**config.mk**
```make
export PLATFORM = sky130hd
export DESIGN_NAME = mlfc_locate
export DESIGN_NICKNAME = d
export VERILOG_FILES = /design/src/sv/mlfc_pkg.sv /design/src/sv/mlfc_locate.sv
export SDC_FILE = /design/constraint.sdc
export NUM_CORES = 1
export LEC_CHECK = 0
export ABC_AREA = 0
export ABC_CLOCK_PERIOD_IN_PS = 9100
export CAP_MARGIN = 20
export CELL_PAD_IN_SITES_DETAIL_PLACEMENT = 0
export CELL_PAD_IN_SITES_GLOBAL_PLACEMENT = 1
export CORE_MARGIN = 5
export CORE_UTILIZATION = 45
export DETAILED_ROUTE_END_ITERATION = 7
export DONT_BUFFER_PORTS = 1
export PLACE_DENSITY = 0.85
export SLEW_MARGIN = 0
export SYNTH_ARGS = -nofsm -noshare
export SYNTH_HDL_FRONTEND = slang
export SYNTH_SLANG_ARGS = --single-unit
```
**constraint.sdc**
```tcl
create_clock -name i_clk -period 9.1 [get_ports i_clk]
set_input_delay 0.455 -clock i_clk [delete_from_list [all_inputs] [get_ports i_clk]]
set_output_delay 0.455 -clock i_clk [all_outputs]
set_load 0.005 [all_outputs]
```
**src/sv/mlfc_pkg.sv**
```systemverilog
// ----------------------------------------------------------------------------
// Memory LCD frame controller package
// Shared constants, register codes and the configuration bundle type.
// ----------------------------------------------------------------------------
package mlfc_pkg;

    localparam int PANEL_WIDTH_DEF  = 230;
    localparam int PANEL_HEIGHT_DEF = 303;
    localparam int ROW_STRIDE_DEF   = 240;

    localparam logic [2:0] MODE_DRAW      = 3'd0;
    localparam logic [2:0] MODE_READ      = 3'd1;
    localparam logic [2:0] MODE_CLR_STORE = 3'd2;
    localparam logic [2:0] MODE_CLR_DISP  = 3'd3;
    localparam logic [2:0] MODE_REFRESH   = 3'd4;
    localparam logic [2:0] MODE_END_FRAME = 3'd5;

    localparam logic [1:0] ROT_0   = 2'd0;
    localparam logic [1:0] ROT_90  = 2'd1;
    localparam logic [1:0] ROT_180 = 2'd2;
    localparam logic [1:0] ROT_270 = 2'd3;

    localparam logic [1:0] REG_ROTATION  = 2'd0;
    localparam logic [1:0] REG_WRITE_CMD = 2'd1;
    localparam logic [1:0] REG_VCOM      = 2'd2;
    localparam logic [1:0] REG_CLEAR_CMD = 2'd3;

    localparam logic [1:0] ROTATION_RST  = 2'd0;
    localparam logic [7:0] WRITE_CMD_RST = 8'h01;
    localparam logic [7:0] VCOM_RST      = 8'h02;
    localparam logic [7:0] CLEAR_CMD_RST = 8'h04;

    localparam logic [7:0] LINE_ODD_BIT = 8'h80;
    localparam logic [7:0] BYTE_FILL    = 8'hFF;
    localparam logic [7:0] BYTE_ZERO    = 8'h00;

    typedef struct packed {
        logic [1:0] rotation;
        logic [7:0] write_cmd_mask;
        logic [7:0] vcom_mask;
        logic [7:0] clear_cmd_mask;
    } t_cfg;

endpackage

```
**src/sv/mlfc_locate.sv**
```systemverilog
// ----------------------------------------------------------------------------
// Memory LCD frame controller pixel locator
// Maps rotated coordinates to a store byte and bit, registered, with bounds check.
// ----------------------------------------------------------------------------
module mlfc_locate #(
    parameter int PANEL_WIDTH  = mlfc_pkg::PANEL_WIDTH_DEF,
    parameter int PANEL_HEIGHT = mlfc_pkg::PANEL_HEIGHT_DEF,
    parameter int ROW_STRIDE   = mlfc_pkg::ROW_STRIDE_DEF,
    parameter int ADDR_W       = 14
) (
    input  logic              i_clk,
    input  logic [1:0]        i_rotation,
    input  logic [10:0]       i_x,
    input  logic [10:0]       i_y,
    output logic              o_hit,
    output logic [ADDR_W-1:0] o_addr,
    output logic [2:0]        o_bit
);

    localparam int STORE_BYTES = (ROW_STRIDE * PANEL_HEIGHT) / 8;
    localparam int LIN_W       = $clog2(PANEL_HEIGHT * ROW_STRIDE + PANEL_WIDTH + 1);
    localparam logic [10:0] W11 = 11'(PANEL_WIDTH);
    localparam logic [10:0] H11 = 11'(PANEL_HEIGHT);

    logic [10:0]      rot_w;
    logic [10:0]      rot_h;
    logic             in_range;
    logic [10:0]      px;
    logic [10:0]      py;
    logic [LIN_W-1:0] lin;
    logic [LIN_W-4:0] byte_ix;
    logic             hit;

    logic              r_hit;
    logic [ADDR_W-1:0] r_addr;
    logic [2:0]        r_bit;

    always_comb begin
        rot_w    = i_rotation[0] ? H11 : W11;
        rot_h    = i_rotation[0] ? W11 : H11;
        in_range = !i_x[10] && !i_y[10] && (i_x < rot_w) && (i_y < rot_h);
        case (i_rotation)
            mlfc_pkg::ROT_90: begin
                px = W11 - 11'd1 - i_y;
                py = i_x;
            end
            mlfc_pkg::ROT_180: begin
                px = W11 - 11'd1 - i_x;
                py = H11 - 11'd1 - i_y;
            end
            mlfc_pkg::ROT_270: begin
                px = i_y;
                py = H11 - 11'd1 - i_x;
            end
            default: begin
                px = i_x;
                py = i_y;
            end
        endcase
        lin     = LIN_W'(py) * LIN_W'(ROW_STRIDE) + LIN_W'(px);
        byte_ix = lin[LIN_W-1:3];
        hit     = in_range && (byte_ix < (LIN_W-3)'(STORE_BYTES));
    end

    always_ff @(posedge i_clk) begin
        r_hit  <= hit;
        r_addr <= ADDR_W'(byte_ix);
        r_bit  <= px[2:0];
    end

    assign o_hit  = r_hit;
    assign o_addr = r_addr;
    assign o_bit  = r_bit;

endmodule

```
After elaboration in Yosys (flattened, before gate mapping)
Cells that the tools add are included.

operators by class
  add/subtract/negate cells = 5
  equality and inequality tests = 3
  multipliers = 1
  mux-type cells = 4
  $lt $le $gt $ge = 3
  reductions and logical operators = 6

operator list
  operator                                                               number
  11-bit case mux with 3 select lines                                    2
  11-bit by 9-bit less-than comparator with 1-bit output                 2
  8-bit by 11-bit subtractor with 11-bit output, first input constant    2
  9-bit by 11-bit subtractor with 11-bit output, first input constant    2
  9-bit two-way mux                                                      2
  17-bit by 11-bit adder with 17-bit output                              1
  14-bit less-than comparator, second input constant                     1
  11-bit by 4-bit multiplier with 13-bit output, second input constant   1
  2-bit equality test, second input constant                             2
  1-bit logical AND                                                      4
  2-bit by 1-bit equality test with 1-bit output, second input constant  1
  1-bit logical NOT                                                      2

word-level totals
  logic and storage cells = 25
  bits of input ports = 25
  output and inout bits = 18
  bits in registers = 18

Depth between registers and ports, before layout
Gate-level depths: netlist (run 1).

  word-level depth = 6
  depth in mapped cells = 25
  depth with buffers taken out = 23

Worst setup path before layout (run 1)
No wires, ideal clock.

  path type = input to register
  from = in i_rotation[0]
  to = reg r_hit, in the netlist o_hit
  library setup time = 0.066 ns
  required time = 9.034 ns
  data arrival time = 5.688 ns
  buffers on the path = 5
  path slack = 3.345 ns
  cell stages on the path = 19
  cell sequence = buf_4 -> clkbuf_1 -> clkbuf_1 -> clkbuf_1 -> buf_1 -> mux2_2 -> fa_1 -> inv_1 -> fa_1 -> fa_1 -> inv_1 -> ha_1 -> nor2_1 -> nor2_1 -> xor2_1 -> or4_1 -> o311a_1 -> a2111o_1 -> a21oi_2

between the ends
  longest elaborated chain between the ends = 6
  elaborated cells on any way between the ends = 15

ends and longest elaborated chain
  element                                                                                RTL line           text
  from (decl)                                                                            mlfc_locate.sv:12  input logic [1:0] i_rotation,
  2-bit equality test or 2-bit by 1-bit equality test with 1-bit output (tied branches)  mlfc_locate.sv:42  case (i_rotation)
  11-bit case mux with 3 select lines                                                    mlfc_locate.sv:42
  11-bit by 4-bit multiplier with 13-bit output                                          mlfc_locate.sv:60  lin = LIN_W'(py) * LIN_W'(ROW_STRIDE) + LIN_W'(px);
  17-bit by 11-bit adder with 17-bit output *                                            mlfc_locate.sv:60
  named net lin[8]                                                                       mlfc_locate.sv:30  logic [LIN_W-1:0] lin;
  14-bit less-than comparator *                                                          mlfc_locate.sv:62  hit = in_range && (byte_ix < (LIN_W-3)'(STORE_BYTES));
  1-bit logical AND *                                                                    mlfc_locate.sv:62
  named net hit                                                                          mlfc_locate.sv:32  logic hit;
  to (signal assigned)                                                                   mlfc_locate.sv:66  r_hit <= hit;
  to (decl)                                                                              mlfc_locate.sv:34  logic r_hit;

The timed path passes the listed nets; every way through them passes the cells marked *.

Final worst setup path (run 1)
  from = in i_rotation[1]
  to = reg r_hit, in the netlist o_hit

Same word-level chain as after synthesis.

==> impl_metrics.yaml, run 1 <==
run_status:
  status: "finished, final reports clean"
detailed_routing:
  drtPass1Iterations: 4
  via_per_inst: 5.74
  wl_per_cell_um: 15.0
  wl_mm: 7.25
  ant_nets: 0
  first_iter_violations: 85
  via_count: 2777
  drcViolationCount: 0
sta:
  timing.hold.ws_ns: 0.300
  relSlewSlack_pct: 35.4
  finalSetupTns_ns: 0
  worst_pin_slew_ns: 0.968
  finalSetupViolCount: 0
  rsz0062_at_grt: "no"
  finalCritPeriodShare_pct: 55.5
  min_period_ns: 5.05
  finalHoldViolCount: 0
  max_freq_mhz: 198
  slew_viol_final: 0
clock_tree:
  postCtsResizedCells: 0
  tritoncts: "yes"
  cts_setup_buffers: 0
  htree_levels: 1
  cts.sinks: 18
  path_clk_slew_ns: 0.07
  clock_path_buffers: 2
  cts_buffers: 3
  clock-root-buffer: "clkbuf_8"
  postCtsHoldBufs: 0
floorplanning:
  initial_utilization_pct: 46.4
  fp.dieW_um: 93.9
  die_h_um: 93.9
  io-pin-count: 43
  fp-row-count: 30
  die_area_um2: 8820
  core_um2: 6830
logic_synthesis:
  synth_edf_count: 0
  synth_ff_type: "dfxtp_1"
  async_flop_share_pct: 0
  synth_area_leaders: "ha_1 13%, dfxtp_1 11%, fa_1 7.6%"
  syn_nets: 479
  synth_warnings: 0
  synth_area_leader_cell: "ha_1"
  synth_seq_area_share_pct: 11.4
  postSynthCellCount: 409
  ys_ff_latch: 18
  netlist_area_um2: 3170
  yosys.cell_types.count: 66
  synth_top_area_share_pct: 13.0
  synth_area_per_cell_um2: 7.75
power:
  combPwrFrac_pct: 79.2
  p_seq_share_pct: 14.1
  p_int_uw: 517
  ir_drop_mv: 0.107
  p_per_area_nw_per_um2: 303
  power_switching_uw: 459
  p_clk_share_pct: 6.7
  p_leak_nw: 1.39
  power.share.switching_pct: 47.0
critical_path:
  worstSetupEndpointType: "flop"
  worstPathMaxFanout: 37
  worst_setup_path_start_kind: "input pin"
  arrival_ns: 5.24
  crit_required_ns: 9.29
  timing_worst_setup_path_type: "in2reg"
global_routing:
  grt.total_usage_pct: 17.5
  grt_pass1_vias: 2672
  antenna_found_initial: 0
  grt_remaining_overflow: 0
  grt_pass1_wl_mm: 12.6
  grt_max_degree: 62
layout:
  layout_common_cells: "38 x inv_1, 36 x nand2_1, 33 x ha_1, 29 x nor2_1"
  fin_nets: 459
  areaGrowthSynthToFinish_pct: 1.58
  stdcell_area_um2: 3220
  utilization_pct: 47.1
  fillers: 715
  final_common_cell: "inv_1"
  drive_gt1_share_pct: 5.15
  antenna_cells: 0
worst_hold_path:
  min_from: "i_rotation[1]"
  hold-path-cell-count: 1
  min_to: "o_bit[0]"
  min_path_type: "in2reg"
placed_design:
  place.port_buffers: 0
  post_dp_cell_area_um2: 3170
  gp_routability_congestion: 0.845
  dp_hpwl_mm: 5.81
job:
  cap_violations: 0
-- metrics by stage --
step | std cells | worst slack [ns] | power (mW)
5_1_grt | 484 | 3.48 | 1.11
3_3_place_gp | 480 | 3.92 | 0.903
2_1_floorplan | 409 | 3.35 | 0.800
3_5_place_dp | 480 | 3.80 | 0.922
4_1_cts | 484 | 4.05 | 0.991
6_report | 484 | 4.05 | 0.975
-- critical path, cell delays in order --
cell and delay [ns]:
nor2b_1 0.75, a221oi_1 0.22, a21oi_1 0.33, ha_1 0.32, xor2_1 0.18, fa_1 0.54, inv_1 0.04, ha_1 0.35
o21a_1 0.13, o31a_1 0.20, a21oi_1 0.06, ha_1 0.32, o21a_1 0.15, a21oi_1 0.08, nor4_1 0.42, nand3_1 0.16
xnor3_1 0.39, a21oi_2 0.12
-- power by group through the flow --
stage | combinational [mW] | clock, mW | sequential, mW
CTS | 0.785 | 0.0672 | 0.139
detailed placement | 0.782 | 0 | 0.141
finish | 0.772 | 0.0657 | 0.138
floorplan | 0.664 | 0 | 0.137
global route | 0.898 | 0.0708 | 0.141
global placement | 0.762 | 0 | 0.141
-- logic make-up (layout without fill, tap and decap cells) --
kind of cell,Yosys count,in the layout,share of synthesized area (%)
flip-flops,18,18,11.4
AND/OR/NAND/NOR,117,117,17.8
adder cells (fa/ha/maj),48,48,21.5
multiplexers,23,23,8.25
buffers and inverters,64,43,8.56
XOR/XNOR,35,35,10.3
AO/OA/AOI/OAI,104,104,22.2
-- layout make-up --
class | instances | area [um^2] | share of cell area, %
Sequential cell | 18 | 360 | 11.2
Tap cell | 96 | 120 | 3.73
Clock buffer | 4 | 55.1 | 1.71
Inverter | 39 | 146 | 4.55
Multi-Input combinational cell | 327 | 2540 | 78.8
-- flip-flops by register name (all words and copies together), names as in the netlist --
register and count:
o_hit 1, o_addr 14, o_bit 3
-- cells in the mapped netlist (3+ instances only) --
cell	count
mux2_2	5
inv_1	38
maj3_1	3
and3_1	3
nor3_1	7
o22ai_1	3
o211ai_1	7
and2_1	3
nor2b_1	7
xor2_1	12
a31oi_1	3
nand2b_1	3
a221oi_1	3
nor4_1	4
o21a_1	5
o21ai_0	23
xnor2_1	21
a21oi_1	23
nor2_1	29
ha_1	33
buf_4	3
clkbuf_1	16
fa_1	12
nand2_1	36
mux2i_1	16
dfxtp_1	18
a211oi_1	6
nand3_1	13
-- worst max-delay path by stage --
stage / startpoint / slack, ns / depth (start not counted) / end
finish: i_rotation[1] / 4.05 / 18 / o_hit
CTS: i_rotation[1] / 4.05 / 18 / o_hit
global route: i_rotation[1] / 3.48 / 18 / o_hit
detailed placement: i_rotation[1] / 3.80 / 18 / o_hit
floorplan: i_rotation[0] / 3.35 / 19 / o_hit
global placement: i_rotation[1] / 3.92 / 18 / o_hit
-- per-layer routing --
metal	GRT usage, %	part of all wire [%]	vias up	wire length, um
met5	0	0	-	0
met4	4.33	0.97	0	70
met3	1.68	6.0	4	434
met2	29.0	46	77	3310
met1	24.2	47	1293	3430
li1	-	-	1403	-
No activity file was read; power rests on OpenSTA's default activity.
==> run 2: changes to the inputs <==
- ABC_CLOCK_PERIOD_IN_PS: 9100 -> 5200
- clock period: 9.1 -> 5.2 ns (I/O delays scaled with it)
==> run 2 against run 1 <==
Worst hold slack got worse by 0.17 ns. Sequential power grew 75%. Sequential cell count unchanged. Via count rose by 0.50%. Core utilization is 0.44 points higher. Sequential share of layout area down 0.10 points. Design area increased by 0.93%. Clock power is 75% higher. Critical path depth rose by 2. First-iteration DRC count rose by 54%. Critical endpoint unchanged.
==> impl_metrics.yaml, run 2 (synthesis results as in run 1) <==
critical_path:
  timing_worst_setup_path_type: "in2reg"
  worstPathMaxFanout: 61
  arrival_ns: 4.89
  worstSetupEndpointType: "flop"
  worst_setup_path_start_kind: "input pin"
  crit_required_ns: 5.39
floorplanning:
  fp-row-count: 30
  core_um2: 6830
  io-pin-count: 43
  die_h_um: 93.9
  initial_utilization_pct: 46.4
  fp.dieW_um: 93.9
  die_area_um2: 8820
power:
  p_leak_nw: 1.41
  p_per_area_nw_per_um2: 532
  ir_drop_mv: 0.214
worst_hold_path:
  min_path_type: "in2reg"
  hold-path-cell-count: 1
detailed_routing:
  drtPass1Iterations: 4
  via_count: 2791
  via_per_inst: 5.72
  wl_per_cell_um: 15.1
  ant_nets: 0
  wl_mm: 7.36
  first_iter_violations: 131
  drcViolationCount: 0
placed_design:
  gp_routability_congestion: 0.752
  place.port_buffers: 0
  dp_hpwl_mm: 5.98
  post_dp_cell_area_um2: 3200
clock_tree:
  postCtsHoldBufs: 0
  cts.sinks: 18
  clock_path_buffers: 2
  cts_setup_buffers: 0
  tritoncts: "yes"
  path_clk_slew_ns: 0.07
  htree_levels: 1
  postCtsResizedCells: 0
  cts_buffers: 3
  clock-root-buffer: "clkbuf_8"
sta:
  max_freq_mhz: 213
  min_period_ns: 4.70
  finalSetupTns_ns: 0
  rsz0062_at_grt: "no"
  finalCritPeriodShare_pct: 90.4
  finalHoldViolCount: 0
  slew_viol_final: 0
  worst_pin_slew_ns: 0.664
  relSlewSlack_pct: 55.4
  finalSetupViolCount: 0
layout:
  layout_common_cells: "38 x inv_1, 36 x nand2_1, 33 x ha_1, 29 x nor2_1"
  final_common_cell: "inv_1"
  areaGrowthSynthToFinish_pct: 2.53
  largest_reg_flops: 14
  multi_input_area_um2: 2540
  antenna_cells: 0
  stdcell_area_um2: 3250
  drive_gt1_share_pct: 6.12
  fillers: 689
  ff_latch_area_um2: 360
  fin_nets: 463
global_routing:
  grt_max_degree: 62
  grt_remaining_overflow: 0
  antenna_found_initial: 0
  grt_pass1_vias: 2714
  grt.total_usage_pct: 17.6
  grt_pass1_wl_mm: 12.6
job:
  cap_violations: 0
run_status:
  status: "finished, final reports clean"
[run 2: final cells by class]
class,instances,share of cell area [%]
multi-input cells,327,78.1
clock buffers,4,1.69
well taps,96,3.70
flip-flops and latches,18,11.1
inverters,39,4.50
repair buffers,4,0.924
[run 2: stage by stage]
stage	power [mW]	util [%]	worst slack, ns	hold slack, ns	std cells
6_report	1.73	47.6	0.497	0.133	488
5_1_grt	1.94	47.6	0.0516	0.120	488
4_1_cts	1.75	47.6	0.481	0.114	488
3_5_place_dp	1.63	46.8	0.228	0.389	484
3_3_place_gp	1.59	46.8	0.366	0.375	484
2_1_floorplan	1.40	-	0.0665	0.450	409
[run 2: power by group]
part / switching [mW] / total (mW) / internal, mW
sequential: 0.0264 / 0.242 / 0.215
combinational: 0.751 / 1.37 / 0.624
clock: 0.0473 / 0.115 / 0.0672
[run 2: worst paths after layout]
path | start | endpoint | slack, ns
hold / removal | i_rotation[1] | o_bit[0] | 0.13
setup / recovery | i_rotation[0] | o_hit | 0.50
[run 2: layer usage]
metal,global-route usage (%),routed length (um)
met5,0,0
met4,4.21,69
met3,2.24,392
met2,29.3,3410
met1,23.9,3490
[run 2: critical path: stages]
cell and delay [ns]:
and2_4 0.21, nand2_1 0.07, nand2_1 0.06, ha_1 0.24, nor2b_1 0.08, xnor2_1 0.40
fa_1 0.52, inv_1 0.10, fa_1 0.43, fa_1 0.44, nor2b_1 0.16, o31a_1 0.21
a21oi_1 0.06, ha_1 0.32, o21a_1 0.15, a21oi_1 0.08, nor4_1 0.41, xor2_1 0.16
a2111o_1 0.39, a21oi_2 0.13
