--- config.mk ---
export PLATFORM = sky130hd
export DESIGN_NAME = mlfc_regs
export DESIGN_NICKNAME = d
export VERILOG_FILES = /design/src/sv/mlfc_pkg.sv /design/src/sv/mlfc_regs.sv
export SDC_FILE = /design/constraint.sdc
export NUM_CORES = 1
export LEC_CHECK = 0
export BUFFER_PORTS_ARGS = -buffer_cell sky130_fd_sc_hd__buf_2
export CORE_MARGIN = 2
export CORE_UTILIZATION = 44
export CTS_CLUSTER_DIAMETER = 50
export CTS_CLUSTER_SIZE = 24
export DETAILED_ROUTE_END_ITERATION = 16
export PLACE_DENSITY = 0.85
export SYNTH_ARGS = -nofsm -noshare
export SYNTH_HDL_FRONTEND = slang
export SYNTH_SLANG_ARGS = --single-unit
--- constraint.sdc ---
create_clock -name i_clk -period 2.45 [get_ports i_clk]
set_clock_uncertainty 0.2 [all_clocks]
set_input_delay 0.1225 -clock i_clk [delete_from_list [all_inputs] [get_ports i_clk]]
set_output_delay 0.1225 -clock i_clk [all_outputs]
set_load 0.01 [all_outputs]
--- src/sv/mlfc_pkg.sv ---
// ----------------------------------------------------------------------------
// Memory LCD frame controller package
// Shared constants, register codes and the configuration bundle type.
// ----------------------------------------------------------------------------
package mlfc_pkg;

    localparam int PANEL_WIDTH_DEF  = 230;
    localparam int PANEL_HEIGHT_DEF = 303;
    localparam int ROW_STRIDE_DEF   = 240;

    localparam logic [2:0] MODE_DRAW      = 3'd0;
    localparam logic [2:0] MODE_READ      = 3'd1;
    localparam logic [2:0] MODE_CLR_STORE = 3'd2;
    localparam logic [2:0] MODE_CLR_DISP  = 3'd3;
    localparam logic [2:0] MODE_REFRESH   = 3'd4;
    localparam logic [2:0] MODE_END_FRAME = 3'd5;

    localparam logic [1:0] ROT_0   = 2'd0;
    localparam logic [1:0] ROT_90  = 2'd1;
    localparam logic [1:0] ROT_180 = 2'd2;
    localparam logic [1:0] ROT_270 = 2'd3;

    localparam logic [1:0] REG_ROTATION  = 2'd0;
    localparam logic [1:0] REG_WRITE_CMD = 2'd1;
    localparam logic [1:0] REG_VCOM      = 2'd2;
    localparam logic [1:0] REG_CLEAR_CMD = 2'd3;

    localparam logic [1:0] ROTATION_RST  = 2'd0;
    localparam logic [7:0] WRITE_CMD_RST = 8'h01;
    localparam logic [7:0] VCOM_RST      = 8'h02;
    localparam logic [7:0] CLEAR_CMD_RST = 8'h04;

    localparam logic [7:0] LINE_ODD_BIT = 8'h80;
    localparam logic [7:0] BYTE_FILL    = 8'hFF;
    localparam logic [7:0] BYTE_ZERO    = 8'h00;

    typedef struct packed {
        logic [1:0] rotation;
        logic [7:0] write_cmd_mask;
        logic [7:0] vcom_mask;
        logic [7:0] clear_cmd_mask;
    } t_cfg;

endpackage

--- src/sv/mlfc_regs.sv ---
// ----------------------------------------------------------------------------
// Memory LCD frame controller configuration registers
// Register file behind the APB-style configuration port.
// ----------------------------------------------------------------------------
module mlfc_regs (
    input  logic              i_clk,
    input  logic              i_rst_n,
    input  logic              psel,
    input  logic              penable,
    input  logic              pwrite,
    input  logic [3:0]        paddr,
    input  logic [31:0]       pwdata,
    output logic [31:0]       prdata,
    output logic              pready,
    output mlfc_pkg::t_cfg    o_cfg
);

    mlfc_pkg::t_cfg r_cfg;
    logic           wr_en;
    logic [1:0]     reg_ix;

    assign pready = 1'b1;
    assign wr_en  = psel && penable && pwrite;
    assign reg_ix = paddr[3:2];
    assign o_cfg  = r_cfg;

    always_ff @(posedge i_clk) begin
        if (!i_rst_n) begin
            r_cfg.rotation       <= mlfc_pkg::ROTATION_RST;
            r_cfg.write_cmd_mask <= mlfc_pkg::WRITE_CMD_RST;
            r_cfg.vcom_mask      <= mlfc_pkg::VCOM_RST;
            r_cfg.clear_cmd_mask <= mlfc_pkg::CLEAR_CMD_RST;
        end else if (wr_en) begin
            case (reg_ix)
                mlfc_pkg::REG_ROTATION:  r_cfg.rotation       <= pwdata[1:0];
                mlfc_pkg::REG_WRITE_CMD: r_cfg.write_cmd_mask <= pwdata[7:0];
                mlfc_pkg::REG_VCOM:      r_cfg.vcom_mask      <= pwdata[7:0];
                mlfc_pkg::REG_CLEAR_CMD: r_cfg.clear_cmd_mask <= pwdata[7:0];
                default: ;
            endcase
        end
    end

    always_comb begin
        case (reg_ix)
            mlfc_pkg::REG_ROTATION:  prdata = {30'd0, r_cfg.rotation};
            mlfc_pkg::REG_WRITE_CMD: prdata = {24'd0, r_cfg.write_cmd_mask};
            mlfc_pkg::REG_VCOM:      prdata = {24'd0, r_cfg.vcom_mask};
            mlfc_pkg::REG_CLEAR_CMD: prdata = {24'd0, r_cfg.clear_cmd_mask};
            default:                 prdata = 32'd0;
        endcase
    end

endmodule

# --- Yosys cells after proc, flatten, opt, wreduce, memory -nomap -nowiden ---
# Index checks and enable logic that the tools add are counted.
totals:
  reg_bits: 26
op_classes:
  n_eq_ne: 3
  muxes: 1
  reduce_logical: 7
op_table:
  columns: ["operator", "count"]
  rows:
  - ["32-bit one-hot mux with 4 select lines", 1]
  - ["2-bit AND reduction", 4]
  - ["2-bit equality test (second input constant)", 2]
  - ["2-bit by 1-bit equality test with 1-bit output (second input constant)", 1]
  - ["1-bit logical AND", 2]
  - ["2-bit logical NOT", 1]

# --- Depth between registers and ports, before layout ---
# Gate-level depths: netlist of the first run.
depth:
  depth_word: 3
  ltp_mapped: 6

# --- Worst setup path before layout of the first run ---
# Ideal clock, no wire load.
synth_timing:
  kind: "input-to-output"
  from: "input port paddr[2]"
  to: "output port prdata[3]"
  t_arrival_ns: 0.916
  required_ns: 2.128
  path_slack_ns: 1.211
  cell_stages: 4
  path_buffers: 2
  path_cell_list: "buf_6 > buf_4 > mux2_2 > a22o_1"
synth_via:
  elab_chain_len: 2
  elab_cells_between_ends: 5
  cone_classes: "3 x eq/ne; 1 x mux; 1 x reduce/logical"
synth_lines:
  columns: ["element", "line", "source"]
  rows:
  - ["start: declaration", "mlfc_regs.sv:11", "input logic [3:0] paddr,"]
  - ["2-bit equality test (tied with other cells)", "mlfc_regs.sv:45", "case (reg_ix)"]
  - ["32-bit one-hot mux with 4 select lines *", "mlfc_regs.sv:45", null]
  - ["end: declaration", "mlfc_regs.sv:13", "output logic [31:0] prdata,"]
# Every way passes the cells marked *; elsewhere a longest branch is shown, timed or not. The select of a mux whose other input is x is not followed.

# --- Worst setup path in the final report of the first run ---
layout_timing:
  from: "register r_cfg (netlist bit o_cfg[0])"
  to: "output port prdata[0]"
layout_via:
  elab_chain_len: 1
layout_lines:
  columns: ["element", "line", "source"]
  rows:
  - ["start: declaration", "mlfc_regs.sv:18", "mlfc_pkg::t_cfg r_cfg;"]
  - ["32-bit one-hot mux with 4 select lines", "mlfc_regs.sv:45", null]
# Every way passes these cells. The select of a mux whose other input is x is not followed.

==> summary.txt, run 1 <==
STA
--------------------------------------------------------------------------
Crit share post-route                                                64.7%
Final Hold Vio Count                                                     0
Number of max-slew violations in the final report                        0
Min Clock Period, post-route                                       1.58 ns
Post-Route Setup TNS                                                  0 ns
Number of setup violations in the final report                           0
Slew @ Worst Pin                                                  0.581 ns
RSZ-0062 raised after global routing                                 false
Slack of the critical path                                        0.866 ns
Max-slew headroom                                                    61.2%
Worst hold-check slack                                           0.0355 ns
Highest clock rate                                                 631 MHz

LOGIC SYNTHESIS
--------------------------------------------------------------------------
Main synth FF type                                            sky130_fd_sc_hd__dfxtp_1
Leading cell type by number of instances after synthesis      sky130_fd_sc_hd__nand2_1
Synthesized area                                                  1420 µm²
Synth Register Bits                                                     26
Post-synth top area share                                            36.8%
Top cells by count, synth                                     sky130_fd_sc_hd__nand2_1 (32), sky130_fd_sc_hd__buf_4 (26), sky130_fd_sc_hd__dfxtp_1 (26)
Main area contributors after synthesis                        sky130_fd_sc_hd__dfxtp_1 (37%), sky130_fd_sc_hd__mux2i_1 (16%), sky130_fd_sc_hd__buf_4 (14%)
Asr flop ratio synth                                                    0%
Number of distinct library cells after synthesis                        24
Mean area per synthesized cell                                    9.50 µm²
Number of standard cells after synthesis                               149
Synth area leader                                             sky130_fd_sc_hd__dfxtp_1
Total number of yosys warnings                                           0
Number of enable flip-flop cells after synthesis                         0
Seq/Total Area, Yosys                                                36.8%

FINISH
--------------------------------------------------------------------------
Fraction of layout instances using a drive strength above 1          32.8%
Nets@finish                                                            240
Area growth from synthesis to layout                                 17.5%
Register Area                                                      520 µm²
Area taken by multi-input logic gates                              719 µm²
Utilization after layout                                             54.5%
FILL cells                                                             295
Antenna Diode Count                                                      0
Max FFs per register                                                    26

PLACE
--------------------------------------------------------------------------
Port Buf Inserts                                                        48
Pre-CTS WS                                                        0.890 ns
RePlAce Congestion                                                   0.773
Post-detail-place hpwl                                             2.05 mm

SETUP PATH
--------------------------------------------------------------------------
Data required time at the worst endpoint                           2.13 ns
Critical path, cell by cell                                   mux4_2, buf_2
CP startpoint kind                                               flip-flop
Arrival time of the worst setup path                               1.26 ns
Slowest stage delay, CP                                            0.45 ns
Critical-path top delay cell                                  sky130_fd_sc_hd__mux4_2
Kind of capture point of the worst setup path                  output port
Worst setup path category                                     flip-flop to output port
Critical path peak fanout                                                3

DETAILED ROUTING
--------------------------------------------------------------------------
DRC violation count after routing                                        0
Total wire length after detailed routing                           2.91 mm
DR pass1 iterations                                                      4
Routed WL per cell                                                 12.0 µm
Post-route ant nets                                                      0
Overall via count from detail_route                                   1123
Number of vias per cell                                               4.64
Violation count after the first detailed-route iteration                36

FLOORPLAN
--------------------------------------------------------------------------
Horizontal die dimension                                           60.7 µm
Floorplan die height                                               60.7 µm
Num ports                                                              100
Die area                                                          3690 µm²
Core Area                                                         3050 µm²
Placement Rows                                                          20
Initial Utilization                                                  46.4%

GRT
--------------------------------------------------------------------------
Overall fraction of global-route tracks in use                       15.9%
Overall overflow remaining after global route                            0
Antenna violations before repair                                         0
Largest net degree at the start of global routing                       35
Vias in the first global route                                         974
Wire length of the first global-routing pass                       4.37 mm

CLOCK TREE
--------------------------------------------------------------------------
Count of instances resized after the clock tree is built                 0
CTS clk-pin slew, worst paths                                      0.14 ns
Clock root cell                                               sky130_fd_sc_hd__clkbuf_4
Deepest level of the CTS H-tree                                          1
Clk_lat worst skew                                                 0.31 ns
TritonCTS Buffers                                                        3
TritonCTS clock tree                                                 built
Number of clock sinks seen by CTS                                       26
Maximum buffer depth of the clock tree                                   2

RUN STATUS
--------------------------------------------------------------------------
Result of the run                                             complete, no violations

WORST HOLD PATH
--------------------------------------------------------------------------
Hold crit path type                                           primary input to flip-flop

POWER AND IR DROP
--------------------------------------------------------------------------
Total power per unit cell area                                  453 nW/µm²
Overall power                                                       753 µW
Peak supply drop                                                  0.222 mV
Static leakage                                                 0.000821 µW

JOB
--------------------------------------------------------------------------
Count of max-cap constraint violations                                   0

kinds of logic after synthesis:
group / Yosys count / share of synthesized area [%]
AO/OA/AOI/OAI: 10 / 5.57
buffers and inverters: 37 / 18.5
flip-flops: 26 / 36.8
multiplexers: 31 / 24.2
other: 2 / 0.531
AND/OR/NAND/NOR: 43 / 14.4
where the power goes:
group	total (µW)	switching [µW]	leakage (µW)	internal [µW]
logic	107	66.5	0.000590	40.8
clock network	213	122	0.0000210	90.7
registers	433	3.97	0.000210	429
worst max-delay path: cells and delay by family, from the launching register on:
kind     cells  cell delay, ns
buf+inv      1            0.15
flops        1            0.35
mux          1            0.45
metrics by stage:
step                instance area, µm²  cells
floorplan                         1500    172
global placement                  1550    230
detailed placement                1550    230
CTS                               1660    242
global route                      1660    242
finish                            1660    242
per-layer routing:
layer	wire length [µm]	vias up	share of wire, %	track usage (%)
met5	0	-	0	0
met4	12	0	0.41	4.66
met3	236	2	8.1	2.99
met2	1360	49	47	26.4
met1	1300	525	45	21.2
li1	-	547	-	-
placed cells by master (no fill, tap or decap), drive strengths merged:
| master | synthesis | routed |
|---|---|---|
| buf | 31 | 48 |
| nand2 | 32 | 32 |
| dfxtp | 26 | 26 |
| conb | 2 | 25 |
| mux2i | 23 | 23 |
| dlygate4sd3 | 0 | 8 |
| mux2 | 6 | 6 |
| a22o | 6 | 6 |
| clkbuf | 3 | 4 |
| inv | 3 | 3 |
| nand3 | 3 | 3 |
| nor2 | 3 | 3 |
| mux4 | 2 | 2 |
| o21ai | 2 | 2 |
| nand4 | 2 | 2 |
| nor2b | 1 | 1 |
| o311ai | 1 | 1 |
| and3 | 1 | 1 |
| and2 | 1 | 1 |
| o211ai | 1 | 1 |
final timing paths:
kind / from / to / slack, ns / cells after the start
worst max register to register: o_cfg[9] / o_cfg[9] / 1.57 / 2
worst min-delay path: pwrite / o_cfg[9] / 0.04 / 3
worst min register to register: o_cfg[8] / o_cfg[8] / 0.28 / 2
worst max-delay path: o_cfg[0] / prdata[0] / 0.87 / 2
final cells by class:
type                            instances  area share (%)
Multi-Input combinational cell        109            43.3
Tap cell                               44            3.31
Timing Repair Buffer                   56            19.3
Inverter                                3           0.677
Sequential cell                        26            31.3
Clock buffer                            4            2.18
timing repair:
item,CTS,global route
endpoints found under the hold margin,26,0
hold buffers,8,0
setup buffers,0,0
(Power assumes the default switching activity.)
==> inputs of run 2 (changes only) <==
--- a/config.mk
+++ b/config.mk
@@ -7,11 +7,11 @@
 export LEC_CHECK = 0
 export BUFFER_PORTS_ARGS = -buffer_cell sky130_fd_sc_hd__buf_2
 export CORE_MARGIN = 2
-export CORE_UTILIZATION = 44
+export CORE_UTILIZATION = 37
 export CTS_CLUSTER_DIAMETER = 50
 export CTS_CLUSTER_SIZE = 24
 export DETAILED_ROUTE_END_ITERATION = 16
-export PLACE_DENSITY = 0.85
+export PLACE_DENSITY = 0.76
 export SYNTH_ARGS = -nofsm -noshare
 export SYNTH_HDL_FRONTEND = slang
 export SYNTH_SLANG_ARGS = --single-unit
==> constraint.sdc (replaced) <==
create_clock -name i_clk -period 1.33 [get_ports i_clk]
set_clock_uncertainty 0.2 [all_clocks]
set_input_delay 0.0665 -clock i_clk [delete_from_list [all_inputs] [get_ports i_clk]]
set_output_delay 0.0665 -clock i_clk [all_outputs]
set_load 0.01 [all_outputs]
==> run 2 against run 1 <==
- first-iteration DRC count grew 36%
- die area increased by 18%
- largest cell class unchanged
- the flow now finishes with violations (negative setup slack)
- largest power group unchanged
- via count up 6.2%
- combinational power rose by 120%
- highest routed layer unchanged
==> summary.txt, run 2 (same netlist as run 1, synthesis figures left out) <==
DETAILED ROUTING
------------------------------------------------------------------------------
Violation count after the first detailed-route iteration                    49
Routed WL per cell                                                     12.4 µm
Number of vias per cell                                                   4.42
DR pass1 iterations                                                          4
Post-route ant nets                                                          0
Overall via count from detail_route                                       1193
Total wire length after detailed routing                               3.34 mm
DRC violation count after routing                                            0

CLOCK TREE
------------------------------------------------------------------------------
Maximum buffer depth of the clock tree                                       2
Deepest level of the CTS H-tree                                              1
CTS clk-pin slew, worst paths                                          0.09 ns
TritonCTS clock tree                                                     built
Clk_lat worst skew                                                     0.27 ns
Number of clock sinks seen by CTS                                           26
Clock root cell                                                   sky130_fd_sc_hd__clkbuf_8
TritonCTS Buffers                                                            3

SETUP PATH
------------------------------------------------------------------------------
Data required time at the worst endpoint                               1.06 ns
Critical path peak fanout                                                    2
Origin of the critical flop-to-flop path                              o_cfg[4]
Arrival time of the worst setup path                                   1.20 ns
Critical path, cell by cell                                       mux4_2, buf_6
Minimum setup slack among reg-to-reg paths                             0.43 ns
Capture instance of the worst register-to-register path               o_cfg[4]
Kind of capture point of the worst setup path                      output port
Cell count of the worst reg-to-reg path                                      3
Critical-path top delay cell                                      sky130_fd_sc_hd__mux4_2
CP startpoint kind                                                   flip-flop
Worst setup path category                                         flip-flop to output port
Slowest stage delay, CP                                                0.47 ns

PLACE
------------------------------------------------------------------------------
Port Buf Inserts                                                            48
Post-Place Cells                                                           241
RePlAce Congestion                                                       0.750
Cell area after placement                                             1620 µm²
Pre-CTS WS                                                           0.0384 ns
Post-detail-place hpwl                                                 2.27 mm

FINISH
------------------------------------------------------------------------------
Number of standard cells in the layout, taps in and fillers out            270
Register Area                                                          542 µm²
FILL cells                                                                 336
Most common cell after layout, fill and taps aside                sky130_fd_sc_hd__buf_2
Area taken by multi-input logic gates                                  731 µm²
Fraction of layout instances using a drive strength above 1              47.3%
Cell area after layout                                                1930 µm²
Most frequent cells in the layout                                 sky130_fd_sc_hd__buf_2 (45), sky130_fd_sc_hd__nand2_1 (32), sky130_fd_sc_hd__conb_1 (25)
Max FFs per register                                                        26
Antenna Diode Count                                                          0
Nets@finish                                                                264
Area growth from synthesis to layout                                     36.3%

STA
------------------------------------------------------------------------------
Slack of the critical path                                           -0.136 ns
Number of setup violations in the final report                               8
Min Clock Period, post-route                                           1.47 ns
RSZ-0062 raised after global routing                                      true
Number of max-slew violations in the final report                            0
Highest clock rate                                                     682 MHz
Post-Route Setup TNS                                                 -0.862 ns
Final Hold Vio Count                                                         0
Crit share post-route                                                     110%

RUN STATUS
------------------------------------------------------------------------------
Result of the run                                                 complete, but fails checks
Violations in the final reports                                   negative setup slack

POWER AND IR DROP
------------------------------------------------------------------------------
Static leakage                                                     0.000978 µW
Peak supply drop                                                      0.524 mV
Total power per unit cell area                                      799 nW/µm²

FLOORPLAN
------------------------------------------------------------------------------
Num ports                                                                  100
Die area                                                              4340 µm²
Placement Rows                                                              22
Horizontal die dimension                                               65.8 µm
Floorplan die height                                                   65.8 µm
Core Area                                                             3660 µm²
Initial Utilization                                                      38.7%

JOB
------------------------------------------------------------------------------
Count of max-cap constraint violations                                       0

WORST HOLD PATH
------------------------------------------------------------------------------
Hold_sp                                                                penable
Hold Path Sink                                                        o_cfg[9]
Hold crit path type                                               primary input to flip-flop
WHS Path Cells                                                               3

GRT
------------------------------------------------------------------------------
Largest net degree at the start of global routing                           23
Overall fraction of global-route tracks in use                           15.0%
Antenna violations before repair                                             0
Overall overflow remaining after global route                                0
Wire length of the first global-routing pass                           5.00 mm
Vias in the first global route                                            1139

[run 2: what timing repair did]
item / CTS / global route
endpoints found under the hold margin: 26 / 0
setup endpoints to repair: 8 / 12
setup buffers: 15 / 1
hold buffers: 9 / 0
gates resized for setup: 17 / 6
[run 2: report_power, final]
group | total [µW] | internal (µW) | switching (µW)
clock | 507 | 264 | 243
sequential | 796 | 790 | 6.34
combinational | 238 | 106 | 132
[run 2: final cells by class]
| type | count | share of cell area, % |
|---|---|---|
| clock buffers | 4 | 2.85 |
| inverters | 3 | 0.584 |
| multi-input cells | 109 | 37.9 |
| flip-flops and latches | 26 | 28.1 |
| well taps | 48 | 3.11 |
| repair buffers | 80 | 27.5 |
[run 2: critical path, delay by kind of cell (launching register included)]
family	cells	cell delay (ns)
buf+inv	1	0.14
flops	1	0.33
mux	1	0.47
[run 2: worst max-delay path by stage]
stage | end | start | depth (start not counted)
5_1_grt | prdata[1] | o_cfg[1] | 2
2_1_floorplan | prdata[3] | paddr[2] | 4
6_report | prdata[0] | o_cfg[0] | 2
3_5_place_dp | prdata[3] | paddr[2] | 4
3_3_place_gp | prdata[3] | paddr[2] | 4
4_1_cts | prdata[1] | o_cfg[1] | 2
[run 2: metrics by stage]
step           util [%]  hold slack, ns  total power (µW)
3_3_place_gp       44.2           0.140              1010
3_5_place_dp       44.2           0.150              1010
5_1_grt            52.7          0.0560              1620
2_1_floorplan         -          0.0287               999
6_report           52.7          0.0415              1540
4_1_cts            52.1          0.0348              1550
[run 2: routing by layer]
metal  wire [µm]  part of all wire, %  GRT usage (%)
met3         232                  7.0           5.11
met1        1470                   44           17.0
met5           0                    0              0
met4          14                 0.42           3.13
met2        1620                   49           27.1
